File: config.mk
export PLATFORM = sky130hd
export DESIGN_NAME = rc_discharge_timer_capture
export DESIGN_NICKNAME = d
export VERILOG_FILES = /design/src/rcdt_pkg.sv /design/src/rc_discharge_timer_capture.sv /design/src/rcdt_lane.sv /design/src/rcdt_merge.sv
export SDC_FILE = /design/constraint.sdc
export NUM_CORES = 1
export LEC_CHECK = 0
export ABC_AREA = 1
export BUFFER_PORTS_ARGS = -buffer_cell sky130_fd_sc_hd__buf_2
export CAP_MARGIN = 5
export CORE_MARGIN = 3
export CORE_UTILIZATION = 40
export CTS_BUF_LIST = sky130_fd_sc_hd__clkbuf_4 sky130_fd_sc_hd__clkbuf_8
export CTS_CLUSTER_DIAMETER = 60
export DETAILED_ROUTE_END_ITERATION = 12
export GPL_TIMING_DRIVEN = 0
export PLACE_DENSITY = 0.65
export RECOVER_POWER = 100
export SLEW_MARGIN = 0
export SYNTH_ARGS = -nofsm -noshare
export SYNTH_HDL_FRONTEND = slang
export SYNTH_SLANG_ARGS = --single-unit
File: constraint.sdc
create_clock -name clock -period 12.7 [get_ports clock]
set_clock_uncertainty 0.15 [all_clocks]
set_input_delay 0.635 -clock clock [delete_from_list [all_inputs] [get_ports clock]]
set_output_delay 0.635 -clock clock [all_outputs]
set_load 0.02 [all_outputs]
File: src/rcdt_pkg.sv
// ----------------------------------------------------------------------------
// RC discharge timer package
// Shared widths, register indexes, reset values and bundle types.
// ----------------------------------------------------------------------------
`default_nettype none

package rcdt_pkg;

   localparam int unsigned PIN_W        = 8;
   localparam int unsigned READING_W    = 16;
   localparam int unsigned NUM_READINGS = 8;
   localparam int unsigned CSR_IDX_W    = 2;
   localparam int unsigned CSR_DATA_W   = 16;

   // Register indexes of the configuration port.
   localparam logic [CSR_IDX_W-1:0] CSR_PERIOD_TICKS = 2'd0;
   localparam logic [CSR_IDX_W-1:0] CSR_CHARGE_TICKS = 2'd1;
   localparam logic [CSR_IDX_W-1:0] CSR_MAX_VALUE    = 2'd2;
   localparam logic [CSR_IDX_W-1:0] CSR_LED_ENABLE   = 2'd3;

   localparam logic [READING_W-1:0] PERIOD_RESET = 16'd40000;
   localparam logic [READING_W-1:0] CHARGE_RESET = 16'd2000;
   localparam logic [READING_W-1:0] MAX_RESET    = 16'hFFFF;

   // Per-tick control broadcast from the sequencer to every channel lane.
   typedef struct packed {
      logic                 accept;
      logic                 sample_en;
      logic                 wrap;
      logic [READING_W-1:0] count;
      logic [READING_W-1:0] max_value;
   } lane_ctrl_type;

   // One response as it leaves the merge stage.
   typedef struct packed {
      logic                                   drive_pins;
      logic                                   leds_on;
      logic                                   frame_done;
      logic [NUM_READINGS-1:0][READING_W-1:0] reading;
   } rsp_type;

endpackage

`default_nettype wire

File: src/rc_discharge_timer_capture.sv
// ----------------------------------------------------------------------------
// RC discharge timer capture
// Multi-channel RC-discharge reflectance sensor reader with frame output.
// ----------------------------------------------------------------------------
// Each request is one timer tick carrying the sampled sensor pin levels, and
// each request produces exactly one response. The block takes one request per
// clock: the period counter and every channel lane update in the single cycle
// in which a request is accepted, so the sustained rate is one tick per cycle
// whenever the response side keeps up. Responses leave through a two-entry
// output buffer, so a request can be accepted while the previous response is
// still waiting; req_stall rises only when both entries are full. On the wrap
// tick (counter at or above period_ticks) the response carries frame_done and
// the eight readings, reading_0 being the highest channel; a channel that never
// went low after the charge phase reports max_value. Configuration writes are
// expected only while the block is idle.
// ----------------------------------------------------------------------------
`default_nettype none

module rc_discharge_timer_capture
   import rcdt_pkg::*;
#(
   parameter int unsigned CHANNELS = 8
) (
   input  wire logic                  clock,
   input  wire logic                  reset,

   input  wire logic                  req_valid,
   output logic                       req_stall,
   input  wire logic [PIN_W-1:0]      req_pin_levels,

   output logic                       rsp_valid,
   input  wire logic                  rsp_stall,
   output logic                       rsp_drive_pins,
   output logic                       rsp_leds_on,
   output logic                       rsp_frame_done,
   output logic [READING_W-1:0]       rsp_reading_0,
   output logic [READING_W-1:0]       rsp_reading_1,
   output logic [READING_W-1:0]       rsp_reading_2,
   output logic [READING_W-1:0]       rsp_reading_3,
   output logic [READING_W-1:0]       rsp_reading_4,
   output logic [READING_W-1:0]       rsp_reading_5,
   output logic [READING_W-1:0]       rsp_reading_6,
   output logic [READING_W-1:0]       rsp_reading_7,

   input  wire logic                  csr_write,
   input  wire logic [CSR_IDX_W-1:0]  csr_index,
   input  wire logic [CSR_DATA_W-1:0] csr_data
);

   // Configuration registers.
   logic [READING_W-1:0] period_ff;
   logic [READING_W-1:0] charge_ff;
   logic [READING_W-1:0] max_value_ff;
   logic                 led_enable_ff;

   always_ff @(posedge clock) begin
      if (reset) begin
         period_ff     <= PERIOD_RESET;
         charge_ff     <= CHARGE_RESET;
         max_value_ff  <= MAX_RESET;
         led_enable_ff <= 1'b1;
      end else if (csr_write) begin
         case (csr_index)
            CSR_PERIOD_TICKS: period_ff     <= csr_data;
            CSR_CHARGE_TICKS: charge_ff     <= csr_data;
            CSR_MAX_VALUE:    max_value_ff  <= csr_data;
            CSR_LED_ENABLE:   led_enable_ff <= csr_data[0];
            default: begin
            end
         endcase
      end
   end

   // Output buffer: the primary entry drives the ports, the skid entry catches
   // a request accepted while the primary is held by the downstream side.
   rsp_type out_ff;
   rsp_type skid_ff;
   logic    out_valid_ff;
   logic    skid_valid_ff;
   logic    req_accept;
   logic    out_take;
   rsp_type new_rsp;

   assign req_stall  = skid_valid_ff;
   assign req_accept = req_valid & ~skid_valid_ff;
   assign out_take   = out_valid_ff & ~rsp_stall;

   // Tick sequencer: period counter and charge phase.
   logic [READING_W-1:0] tick_count_ff;
   logic [READING_W-1:0] tick_count_in;
   logic                 charging_ff;
   logic                 charging_in;
   logic                 wrap;
   logic                 release_pins;

   // Sampling sees the counter and charge state held before this tick; the
   // charge release is applied next and the wrap overrides it.
   assign wrap          = tick_count_ff >= period_ff;
   assign release_pins  = tick_count_ff == charge_ff;
   assign tick_count_in = wrap ? '0 : tick_count_ff + 1'b1;
   assign charging_in   = wrap | (charging_ff & ~release_pins);

   always_ff @(posedge clock) begin
      if (reset) begin
         tick_count_ff <= '0;
         charging_ff   <= 1'b1;
      end else if (req_accept) begin
         tick_count_ff <= tick_count_in;
         charging_ff   <= charging_in;
      end
   end

   // Channel lanes, all sampling the same tick side by side.
   lane_ctrl_type                        lane_ctrl;
   logic [CHANNELS-1:0][READING_W-1:0]   lane_reading;

   assign lane_ctrl.accept    = req_accept;
   assign lane_ctrl.sample_en = ~charging_ff;
   assign lane_ctrl.wrap      = wrap;
   assign lane_ctrl.count     = tick_count_ff;
   assign lane_ctrl.max_value = max_value_ff;

   for (genvar ch = 0; ch < CHANNELS; ch++) begin : g_lane
      logic pin_level;

      // Channels past the physical pins always read low.
      if (ch < PIN_W) begin : g_pin
         assign pin_level = req_pin_levels[ch];
      end else begin : g_nopin
         assign pin_level = 1'b0;
      end

      rcdt_lane u_lane (
         .clock     (clock),
         .reset     (reset),
         .ctrl      (lane_ctrl),
         .pin_level (pin_level),
         .reading   (lane_reading[ch])
      );
   end

   rcdt_merge #(
      .CHANNELS (CHANNELS)
   ) u_merge (
      .frame_done   (wrap),
      .drive_pins   (charging_in),
      .leds_on      (led_enable_ff),
      .lane_reading (lane_reading),
      .rsp          (new_rsp)
   );

   always_ff @(posedge clock) begin
      if (reset) begin
         out_valid_ff  <= 1'b0;
         skid_valid_ff <= 1'b0;
      end else begin
         if (out_take || !out_valid_ff) begin
            if (skid_valid_ff) begin
               out_ff        <= skid_ff;
               out_valid_ff  <= 1'b1;
               skid_valid_ff <= 1'b0;
            end else if (req_accept) begin
               out_ff       <= new_rsp;
               out_valid_ff <= 1'b1;
            end else begin
               out_valid_ff <= 1'b0;
            end
         end else if (req_accept) begin
            skid_ff       <= new_rsp;
            skid_valid_ff <= 1'b1;
         end
      end
   end

   assign rsp_valid      = out_valid_ff;
   assign rsp_drive_pins = out_ff.drive_pins;
   assign rsp_leds_on    = out_ff.leds_on;
   assign rsp_frame_done = out_ff.frame_done;
   assign rsp_reading_0  = out_ff.reading[0];
   assign rsp_reading_1  = out_ff.reading[1];
   assign rsp_reading_2  = out_ff.reading[2];
   assign rsp_reading_3  = out_ff.reading[3];
   assign rsp_reading_4  = out_ff.reading[4];
   assign rsp_reading_5  = out_ff.reading[5];
   assign rsp_reading_6  = out_ff.reading[6];
   assign rsp_reading_7  = out_ff.reading[7];

endmodule

`default_nettype wire

File: src/rcdt_lane.sv
// ----------------------------------------------------------------------------
// RC discharge timer channel lane
// Holds the armed flag and capture time of one sensor channel.
// ----------------------------------------------------------------------------
`default_nettype none

module rcdt_lane
   import rcdt_pkg::*;
(
   input  wire logic                 clock,
   input  wire logic                 reset,
   input  wire lane_ctrl_type        ctrl,
   input  wire logic                 pin_level,
   output logic [READING_W-1:0]      reading
);

   logic                 armed_ff;
   logic                 armed_in;
   logic [READING_W-1:0] capture_ff;
   logic [READING_W-1:0] capture_in;
   logic                 fell;
   logic                 armed_upd;

   // A low sample only counts once the pins are released and the lane is armed.
   assign fell       = ctrl.sample_en & armed_ff & ~pin_level;
   assign armed_upd  = armed_ff & ~fell;
   assign capture_in = fell ? ctrl.count : capture_ff;
   assign armed_in   = ctrl.wrap | armed_upd;
   assign reading    = armed_upd ? ctrl.max_value : capture_in;

   always_ff @(posedge clock) begin
      if (reset) begin
         armed_ff <= 1'b1;
      end else if (ctrl.accept) begin
         armed_ff <= armed_in;
      end
   end

   always_ff @(posedge clock) begin
      if (ctrl.accept) begin
         capture_ff <= capture_in;
      end
   end

endmodule

`default_nettype wire

File: src/rcdt_merge.sv
// ----------------------------------------------------------------------------
// RC discharge timer merge stage
// Gathers the lane readings into one response in reversed channel order.
// ----------------------------------------------------------------------------
`default_nettype none

module rcdt_merge
   import rcdt_pkg::*;
#(
   parameter int unsigned CHANNELS = 8
) (
   input  wire logic                                 frame_done,
   input  wire logic                                 drive_pins,
   input  wire logic                                 leds_on,
   input  wire logic [CHANNELS-1:0][READING_W-1:0]   lane_reading,
   output rsp_type                                   rsp
);

   assign rsp.drive_pins = drive_pins;
   assign rsp.leds_on    = leds_on;
   assign rsp.frame_done = frame_done;

   // Field k carries channel CHANNELS-1-k; fields beyond the channel count are zero.
   for (genvar k = 0; k < NUM_READINGS; k++) begin : g_field
      if (k < CHANNELS) begin : g_used
         assign rsp.reading[k] = frame_done ? lane_reading[CHANNELS-1-k] : '0;
      end else begin : g_unused
         assign rsp.reading[k] = '0;
      end
   end

endmodule

`default_nettype wire
After elaboration in Yosys (flattened, before gate mapping)
Cells that the tools add are included.
{ "op_classes": {"multipliers": 0, "n_reduce_logical": 11, "bitwise_logic": 58, "n_mux": 29, "div": 0, "n_shift": 0, "order_cmp": 1, "add_sub_neg": 1, "eq_ne": 4} }
{ "ops": {"columns": ["op", "n"], "rows": [
  ["2-to-1 mux 16 bit", 25],
  ["2-to-1 mux 131 bit", 2],
  ["AND 1 bit", 27],
  ["NOT 1 bit", 22],
  ["adder 16 x 1 -> 16 bit, second input constant", 1],
  ["== test 16 bit", 1],
  ["greater-or-equal comparator 16 bit", 1],
  ["OR 1 bit", 9],
  ["AND reduction 2 bit", 4],
  ["AND reduction 3 bit", 2],
  ["== test 2 bit, second input constant", 2],
  ["== test 2 x 1 -> 1 bit, second input constant", 1],
  ["zero test 2 bit", 1],
  ["2-to-1 mux 1 bit", 2],
  ["nonzero test 2 bit", 1],
  ["OR reduction 2 bit", 1],
  ["zero test 1 bit", 1],
  ["logical OR 1 bit", 1]
]} }
{ "totals": {"ram_bits": 0, "latchBits": 0, "mem_bits_ro": 0, "input_bits": 31, "regBits": 466, "word_cells": 150, "memories": 0, "out_inout_bits": 133} }

Longest topological paths before layout
Gate-level depths: netlist of the first run.
{ "logic_depth": {"ltp_word": 9, "ltp_mapped": 16, "mapped_depth_nobuf": 14} }

Modules after synthesis
From an unflattened synthesis of the first run, not the netlist that was laid out.
{ "unflattened": {"cells_unflattened": 2438, "hier_area_um2": 22973.3} }
{ "by_module_without_submodules": {"columns": ["mod", "cells_each", "instances", "area_each_um2", "seq_area_each_um2"], "rows": [
  ["rc_discharge_timer_capture", 869, 1, 12677.2, 9228.9],
  ["rcdt_lane", 162, 8, 1144.8, 500.5],
  ["rcdt_merge", 273, 1, 1137.3, 0.0]
]} }

Worst setup path before layout of the first run
No wires, ideal clock.
{ "synth_timing": {"path_kind": "input to register", "from": "input reset", "to": "register out_ff, in the netlist rsp_drive_pins (enable)", "cell_stages": 4, "n_path_buf": 1, "setup_slack_ps": 5240, "required_time_ps": 11927, "arrival_time_ps": 6687, "setup_time_ps": 623, "path_cell_list": "inv_1 -> clkbuf_1 -> o21ai_0 -> nor2_1"} }
{ "synth_between": {"elab_chain_cells": 2} }
{ "synth_rtl": {"columns": ["item", "line_no", "rtl"], "rows": [
  ["start, declared", "rc_discharge_timer_capture.sv:25", "input wire logic reset,"],
  ["NOT 1 bit (no source line)", null, null],
  ["AND reduction 3 bit (no source line)", null, null],
  ["end signal, assigned", "rc_discharge_timer_capture.sv:159", "out_ff <= skid_ff;"],
  ["end signal, assigned", "rc_discharge_timer_capture.sv:163", "out_ff <= new_rsp;"],
  ["end, declared", "rc_discharge_timer_capture.sv:76", "rsp_type out_ff;"]
]} }
Every way passes these cells.
A chain may end at the register's enable or synchronous reset.

==> flow_metrics.env, run 1 <==
export IMPL_path_common_cell="clkbuf_1"
export IMPL_synth_top_flop_cell="edfxtp_1"
export IMPL_fp_dieH_microns=238
export IMPL_critPathKind="flop to flop"
export IMPL_timing_rr_end="tick_count_ff[6]$_SDFFE_PP0P_"
export IMPL_synth_cell_types=32
export IMPL_placed_cell_area_sq_mm=0.0235
export IMPL_drtIter0Drc=1679
export IMPL_synth_common_cells="nand2_1 (652), edfxtp_1 (390), inv_1 (183), nor2_1 (175), o21ai_2 (143)"
export IMPL_r2r_slack_ps=5310
export IMPL_wl_mm=62.8
export IMPL_cts_made_buffers=79
export IMPL_ant_nets=0
export IMPL_rows=84
export IMPL_ys_seq_elements=466
export IMPL_port_buffers=163
export IMPL_root_buffer="clkbuf_8"
export IMPL_peakVddDrop_mv=0.0657
export IMPL_viasPerCell=5.12
export IMPL_setup_viol_count_final=0
export IMPL_synth_enable_flop_cells=390
export IMPL_start_kind="flop"
export IMPL_clock_sinks=466
export IMPL_core_sq_mm=0.0530
export IMPL_fin_area_sq_mm=0.0240
export IMPL_synthCells=2169
export IMPL_dieArea_sq_mm=0.0567
export IMPL_clock_latency_ps=650
export IMPL_r2r_start="req_stall$_SDFFE_PP0P_"
export IMPL_p_comb_share_pct=8.7
export IMPL_rr_worst_depth=7
export IMPL_power_density_mw_per_mm2=141
export IMPL_clk_pin_slew_ps=60
export IMPL_io_pins=164
export IMPL_arrival_ps=7760
export IMPL_cap_violations=11
export IMPL_critPathMaxFanout=49
export IMPL_final_min_clock_period_ps=7390
export IMPL_wl_per_cell_microns=19.8
export IMPL_cpMaxStageDelayCell="nor2_1"
export IMPL_ys_seq_area_share_pct=61.4
export IMPL_min_period_over_period_pct=58.2
export IMPL_cts_setup_buffers=0
export IMPL_drc=0
export IMPL_nets=2471
export IMPL_grt_pass1_wl_mm=93.3
export IMPL_power_switching_uw=855
export IMPL_path_cells="clkbuf_1 -> nor2_1 -> clkbuf_1 -> nand2_1 -> nand2_1 -> clkbuf_1 -> nor2_1"
export IMPL_leakagePower_nw=10.3
export IMPL_clock_power_share_pct=39.7
export IMPL_fmax_ghz=0.135
export IMPL_cts_resized=0
export IMPL_antenna_found_initial=4
export IMPL_p_int_mw=2.53
export IMPL_hold_violations=0
export IMPL_holdBufCountCts=0
export IMPL_status="finished with violations"
export IMPL_worstPathRequired_ps=13070
export IMPL_hpwl_mm=41.5
export IMPL_swShare_pct=25.2
export IMPL_tightest_slew_ps=3230
export IMPL_synthToLayoutAreaGrowth_pct=11.1
export IMPL_synth_largest_area_cell="edfxtp_1"
export IMPL_async_reset_ff_share_pct=0
export IMPL_place_congestion=0.906
export IMPL_grt_usage_pct=21.8
export IMPL_fp_dieW_microns=238
export IMPL_grt_max_degree=57
export IMPL_max_stage_delay_ps=2130
export IMPL_violations="capacitance limit, slew limit"
export IMPL_vias=16300
export IMPL_relSlewSlack_pct=-115
export IMPL_synth_area_sq_mm=0.0216
export IMPL_drive_gt1_share_pct=10.4
export IMPL_clock_path_buffers=3
export IMPL_yosysTopAreaCellShare_pct=54.3
export IMPL_synth_most_common_cell="nand2_1"
export IMPL_grt_overflow_total=0
export IMPL_hold_path_class="primary input to flop"
export IMPL_h_tree_depth=3
export IMPL_start_util_pct=40.7
export IMPL_first_pass_iters=6
export IMPL_cp_endpoint="tick_count_ff[6]$_SDFFE_PP0P_"
export IMPL_rsz0062_at_grt="false"
export IMPL_cts_tree="done"
export IMPL_synth_nets=2217
export IMPL_synthTopCellsByArea="edfxtp_1 (54%), nand2_1 (11%), dfxtp_1 (7.1%)"
export IMPL_critPathLaunch="req_stall$_SDFFE_PP0P_"
export IMPL_setup_tns_ps=0
export IMPL_syn_area_per_cell_sq_um=9.94
export IMPL_ys_warn_count=0
export IMPL_end_kind="flop"
export IMPL_pwr_share_seq_pct=51.5
export IMPL_grt_pass1_vias=15600
export IMPL_slew_viol_final=385
[critical path, delay by kind of cell, from the launching register on]
family / cells / cell delay [ps]
simple gates: 4 / 3780
flops: 1 / 300
buf+inv: 3 / 3000
[cell usage in the layout (no fill, tap or decap), types with 11 or more instances in the layout]
cell and n:
o21ai_2 43, dfxtp_1 76, o211ai_1 24, clkbuf_8 88, a21oi_1 34, clkbuf_1 226, buf_2 49, nand3_1 133
edfxtp_1 390, nand2_1 658, clkinv_1 21, o21ai_0 130, ha_1 17, nor2_1 176, xor2_1 13, buf_1 11
inv_1 184, clkbuf_4 20, buf_4 13, inv_2 18, o21ai_1 116
[cells by family (layout without fill, tap and decap cells)]
logic type | Yosys count | after routing | synth area share [%]
AOI/OAI and AO/OA | 349 | 349 | 10.9
xor gates and xnor gates | 13 | 13 | 0.528
adders and majority gates | 17 | 17 | 0.987
buffers and inverters | 330 | 647 | 7.04
DFF | 466 | 466 | 61.4
other | 0 | 2 | 0
and+or+nand+nor | 994 | 994 | 19.2
[layer usage]
layer	up-vias	global-route usage, %	wire (microns)
met2	693	34.2	28500
met1	7689	29.3	26100
met4	2	9.64	2540
li1	7758	-	-
met5	-	0	13
met3	132	4.74	5650
[area by class of cell]
class / instances / area, sq um
fill: 5231 / 29000
sequential: 466 / 13200
multi-input combinational: 1373 / 6290
clock buffer: 108 / 1360
tap: 688 / 861
inverter: 203 / 763
timing repair buffer: 173 / 683
buffer: 127 / 554
clock inverter: 36 / 214
antenna: 2 / 5.00
[sequential cells by signal (all words and copies together) (netlist names), 8 cells and up]
register / count
rsp_reading_5: 16
rsp_reading_4: 16
tick_count_ff: 16
rsp_reading_0: 16
max_value_ff: 16
charge_ff: 16
skid_ff: 131
g_lane.u_lane.armed_ff: 8
g_lane.u_lane.capture_ff: 128
rsp_reading_3: 16
rsp_reading_6: 16
rsp_reading_2: 16
rsp_reading_1: 16
rsp_reading_7: 16
period_ff: 16
[power by group through the flow]
| stage | logic, mW | clock network [mW] | registers [mW] |
|---|---|---|---|
| finish | 0.297 | 1.35 | 1.75 |
| detailed placement | 0.330 | 0 | 1.77 |
| global placement | 0.315 | 0 | 1.78 |
| global route | 0.327 | 1.44 | 1.75 |
| CTS | 0.331 | 1.37 | 1.74 |
| floorplan | 0.200 | 0 | 1.80 |
[worst min-delay path by stage]
stage / slack [ps] / start / cells past startpoint / end
2_1_floorplan: 270 / led_enable_ff$_SDFFE_PP1P_ / 0 / skid_ff[129]$_DFFE_PP_
6_report: 80 / csr_data[4] / 3 / charge_ff[4]$_SDFFE_PP1P_
5_1_grt: 60 / csr_data[9] / 3 / charge_ff[9]$_SDFFE_PP1P_
4_1_cts: 50 / csr_data[4] / 3 / charge_ff[4]$_SDFFE_PP1P_
3_5_place_dp: 310 / period_ff[3]$_SDFFE_PP0P_ / 2 / period_ff[3]$_SDFFE_PP0P_
3_3_place_gp: 300 / period_ff[2]$_SDFFE_PP0P_ / 2 / period_ff[2]$_SDFFE_PP0P_
[through the flow]
stage	util (%)	setup slack, ps	hold WS [ps]	total power [mW]	std cells
6_report	45.2	5310	84.3	3.39	3176
3_3_place_gp	43.9	2200	298	2.10	3020
3_5_place_dp	44.3	9170	307	2.10	3030
4_1_cts	47.3	9570	47.1	3.44	3174
5_1_grt	45.2	4940	56.7	3.52	3175
2_1_floorplan	-	5240	274	2.00	2169
(Power assumes the default switching activity.)
==> inputs of run 2 (changes only) <==
Settings changed: PLACE_DENSITY 0.65 to 0.67.
Clock period 12.7 ns to 6.6 ns, I/O delays scaled along.
==> flow_metrics.env, run 2 (synthesis gave the netlist of run 1 again) <==
export IMPL_status="finished with violations"
export IMPL_violations="capacitance limit, slew limit"
export IMPL_first_pass_iters=5
export IMPL_top_register="skid_ff"
export IMPL_io_pins=164
export IMPL_fmax_ghz=0.217
export IMPL_final_min_clock_period_ps=4620
export IMPL_cts_made_buffers=81
export IMPL_port_buffers=163
export IMPL_critPathMaxFanout=40
export IMPL_drive_gt1_share_pct=11.2
export IMPL_slew_viol_final=167
export IMPL_worstHoldStart="req_pin_levels[1]"
export IMPL_cts_setup_buffers=0
export IMPL_h_tree_depth=3
export IMPL_antenna_found_initial=0
export IMPL_start_kind="primary input"
export IMPL_multi_input_area_sq_mm=0.00630
export IMPL_rows=84
export IMPL_fp_dieW_microns=238
export IMPL_critPathKind="primary input to flop"
export IMPL_leakagePower_nw=10.6
export IMPL_grt_max_degree=54
export IMPL_r2r_slack_ps=2020
export IMPL_grt_pass1_wl_mm=92.1
export IMPL_place_congestion=0.898
export IMPL_clk_pin_slew_ps=50
export IMPL_min_period_over_period_pct=70.0
export IMPL_core_sq_mm=0.0530
export IMPL_min_delay_path_depth=3
export IMPL_seqCellArea_sq_mm=0.0132
export IMPL_setup_tns_ps=0
export IMPL_peakVddDrop_mv=0.122
export IMPL_grt_overflow_total=0
export IMPL_cts_resized=0
export IMPL_viasPerCell=5.17
export IMPL_power_density_mw_per_mm2=282
export IMPL_relSlewSlack_pct=-108
export IMPL_grt_usage_pct=21.4
export IMPL_final_cell_mix="nand2_1 (658), edfxtp_1 (390), clkbuf_1 (217), inv_1 (184), nor2_1 (175)"
export IMPL_drc=0
export IMPL_fin_hold_ws_ps=151
export IMPL_rr_worst_depth=13
export IMPL_hpwl_mm=41.3
export IMPL_end_kind="flop"
export IMPL_drtIter0Drc=1834
export IMPL_r2r_start="tick_count_ff[0]$_SDFFE_PP0P_"
export IMPL_tightest_slew_ps=3120
export IMPL_synthToLayoutAreaGrowth_pct=14.0
export IMPL_layout_commonest_cell="nand2_1"
export IMPL_reg_top3="skid_ff (131), g_lane.u_lane.capture_ff (128)"
export IMPL_grt_pass1_vias=15600
export IMPL_largest_reg_flops=131
export IMPL_fp_dieH_microns=238
export IMPL_clock_path_buffers=3
export IMPL_vias=16600
export IMPL_cap_violations=5
export IMPL_timing_rr_end="skid_ff[26]$_DFFE_PP_"
export IMPL_rsz0062_at_grt="false"
export IMPL_clock_sinks=466
export IMPL_ant_nets=0
export IMPL_final_util_pct=46.4
export IMPL_clock_latency_ps=650
export IMPL_cts_tree="done"
export IMPL_arrival_ps=4790
export IMPL_wl_per_cell_microns=19.5
export IMPL_hold_path_class="primary input to flop"
export IMPL_nets=2497
export IMPL_holdBufCountCts=24
export IMPL_start_util_pct=40.7
export IMPL_wl_mm=62.5
export IMPL_hold_violations=0
export IMPL_nFillCells=5195
export IMPL_dieArea_sq_mm=0.0567
export IMPL_root_buffer="clkbuf_8"
export IMPL_setup_viol_count_final=0
export IMPL_worstPathRequired_ps=6770
export IMPL_hold_path_end="g_lane[1].u_lane.capture_ff[0]$_DFFE_PP_"
[run 2: how the worst max path moves through the flow]
stage                            from                           to  slack (ps)  depth (start not counted)
2_1_floorplan  req_stall$_SDFFE_PP0P_         skid_ff[0]$_DFFE_PP_        1620                          5
3_3_place_gp                    reset  rsp_reading_2[13]$_DFFE_PP_        -770                          5
3_5_place_dp                    reset  rsp_reading_2[13]$_DFFE_PP_        3200                          8
4_1_cts                         reset   rsp_reading_2[7]$_DFFE_PP_        3290                          9
5_1_grt                         reset   rsp_reading_4[5]$_DFFE_PP_        1850                          9
6_report                        reset   rsp_reading_2[7]$_DFFE_PP_        1980                          9
[run 2: stage by stage]
| stage | area, sq um | std cells | setup slack, ps | power, mW |
|---|---|---|---|---|
| 4_1_cts | 25500 | 3199 | 3290 | 7.03 |
| 6_report | 24600 | 3201 | 1980 | 6.93 |
| 3_5_place_dp | 23500 | 3030 | 3200 | 4.04 |
| 5_1_grt | 24600 | 3199 | 1850 | 7.16 |
| 3_3_place_gp | 23200 | 3020 | -766 | 4.02 |
| 2_1_floorplan | 21600 | 2169 | 1620 | 3.84 |
[run 2: worst max-delay path, stage by stage]
cell	delay, ps
dlygate4sd3_1	530
clkbuf_1	150
inv_1	190
clkbuf_1	680
o21ai_0	490
nor2_1	480
clkbuf_1	1310
buf_12	320
buf_12	250
[run 2: per-layer routing]
metal  wire length (microns)  vias to the layer above  track usage (%)  share of wire (%)
met2                   28700                      785             34.0                 46
met4                    2410                        0             8.94                3.9
met3                    5840                      133             4.43                9.4
met5                       0                        -                0                  0
li1                        -                     7797                -                  -
met1                   25500                     7836             28.7                 41
[run 2: area by class of cell]
type,count,share of cell area [%]
flip-flops and latches,466,53.9
multi-input cells,1373,25.6
clock buffers,115,5.80
repair buffers,197,4.16
well taps,688,3.50
inverters,203,3.11
plain buffers,127,2.31
clock inverters,30,1.61
diodes,2,0.0204
[run 2: where the power goes]
part / switching, mW / internal [mW]
registers: 0.0376 / 3.32
logic: 0.426 / 0.156
clock network: 1.21 / 1.78
total: 1.67 / 5.26
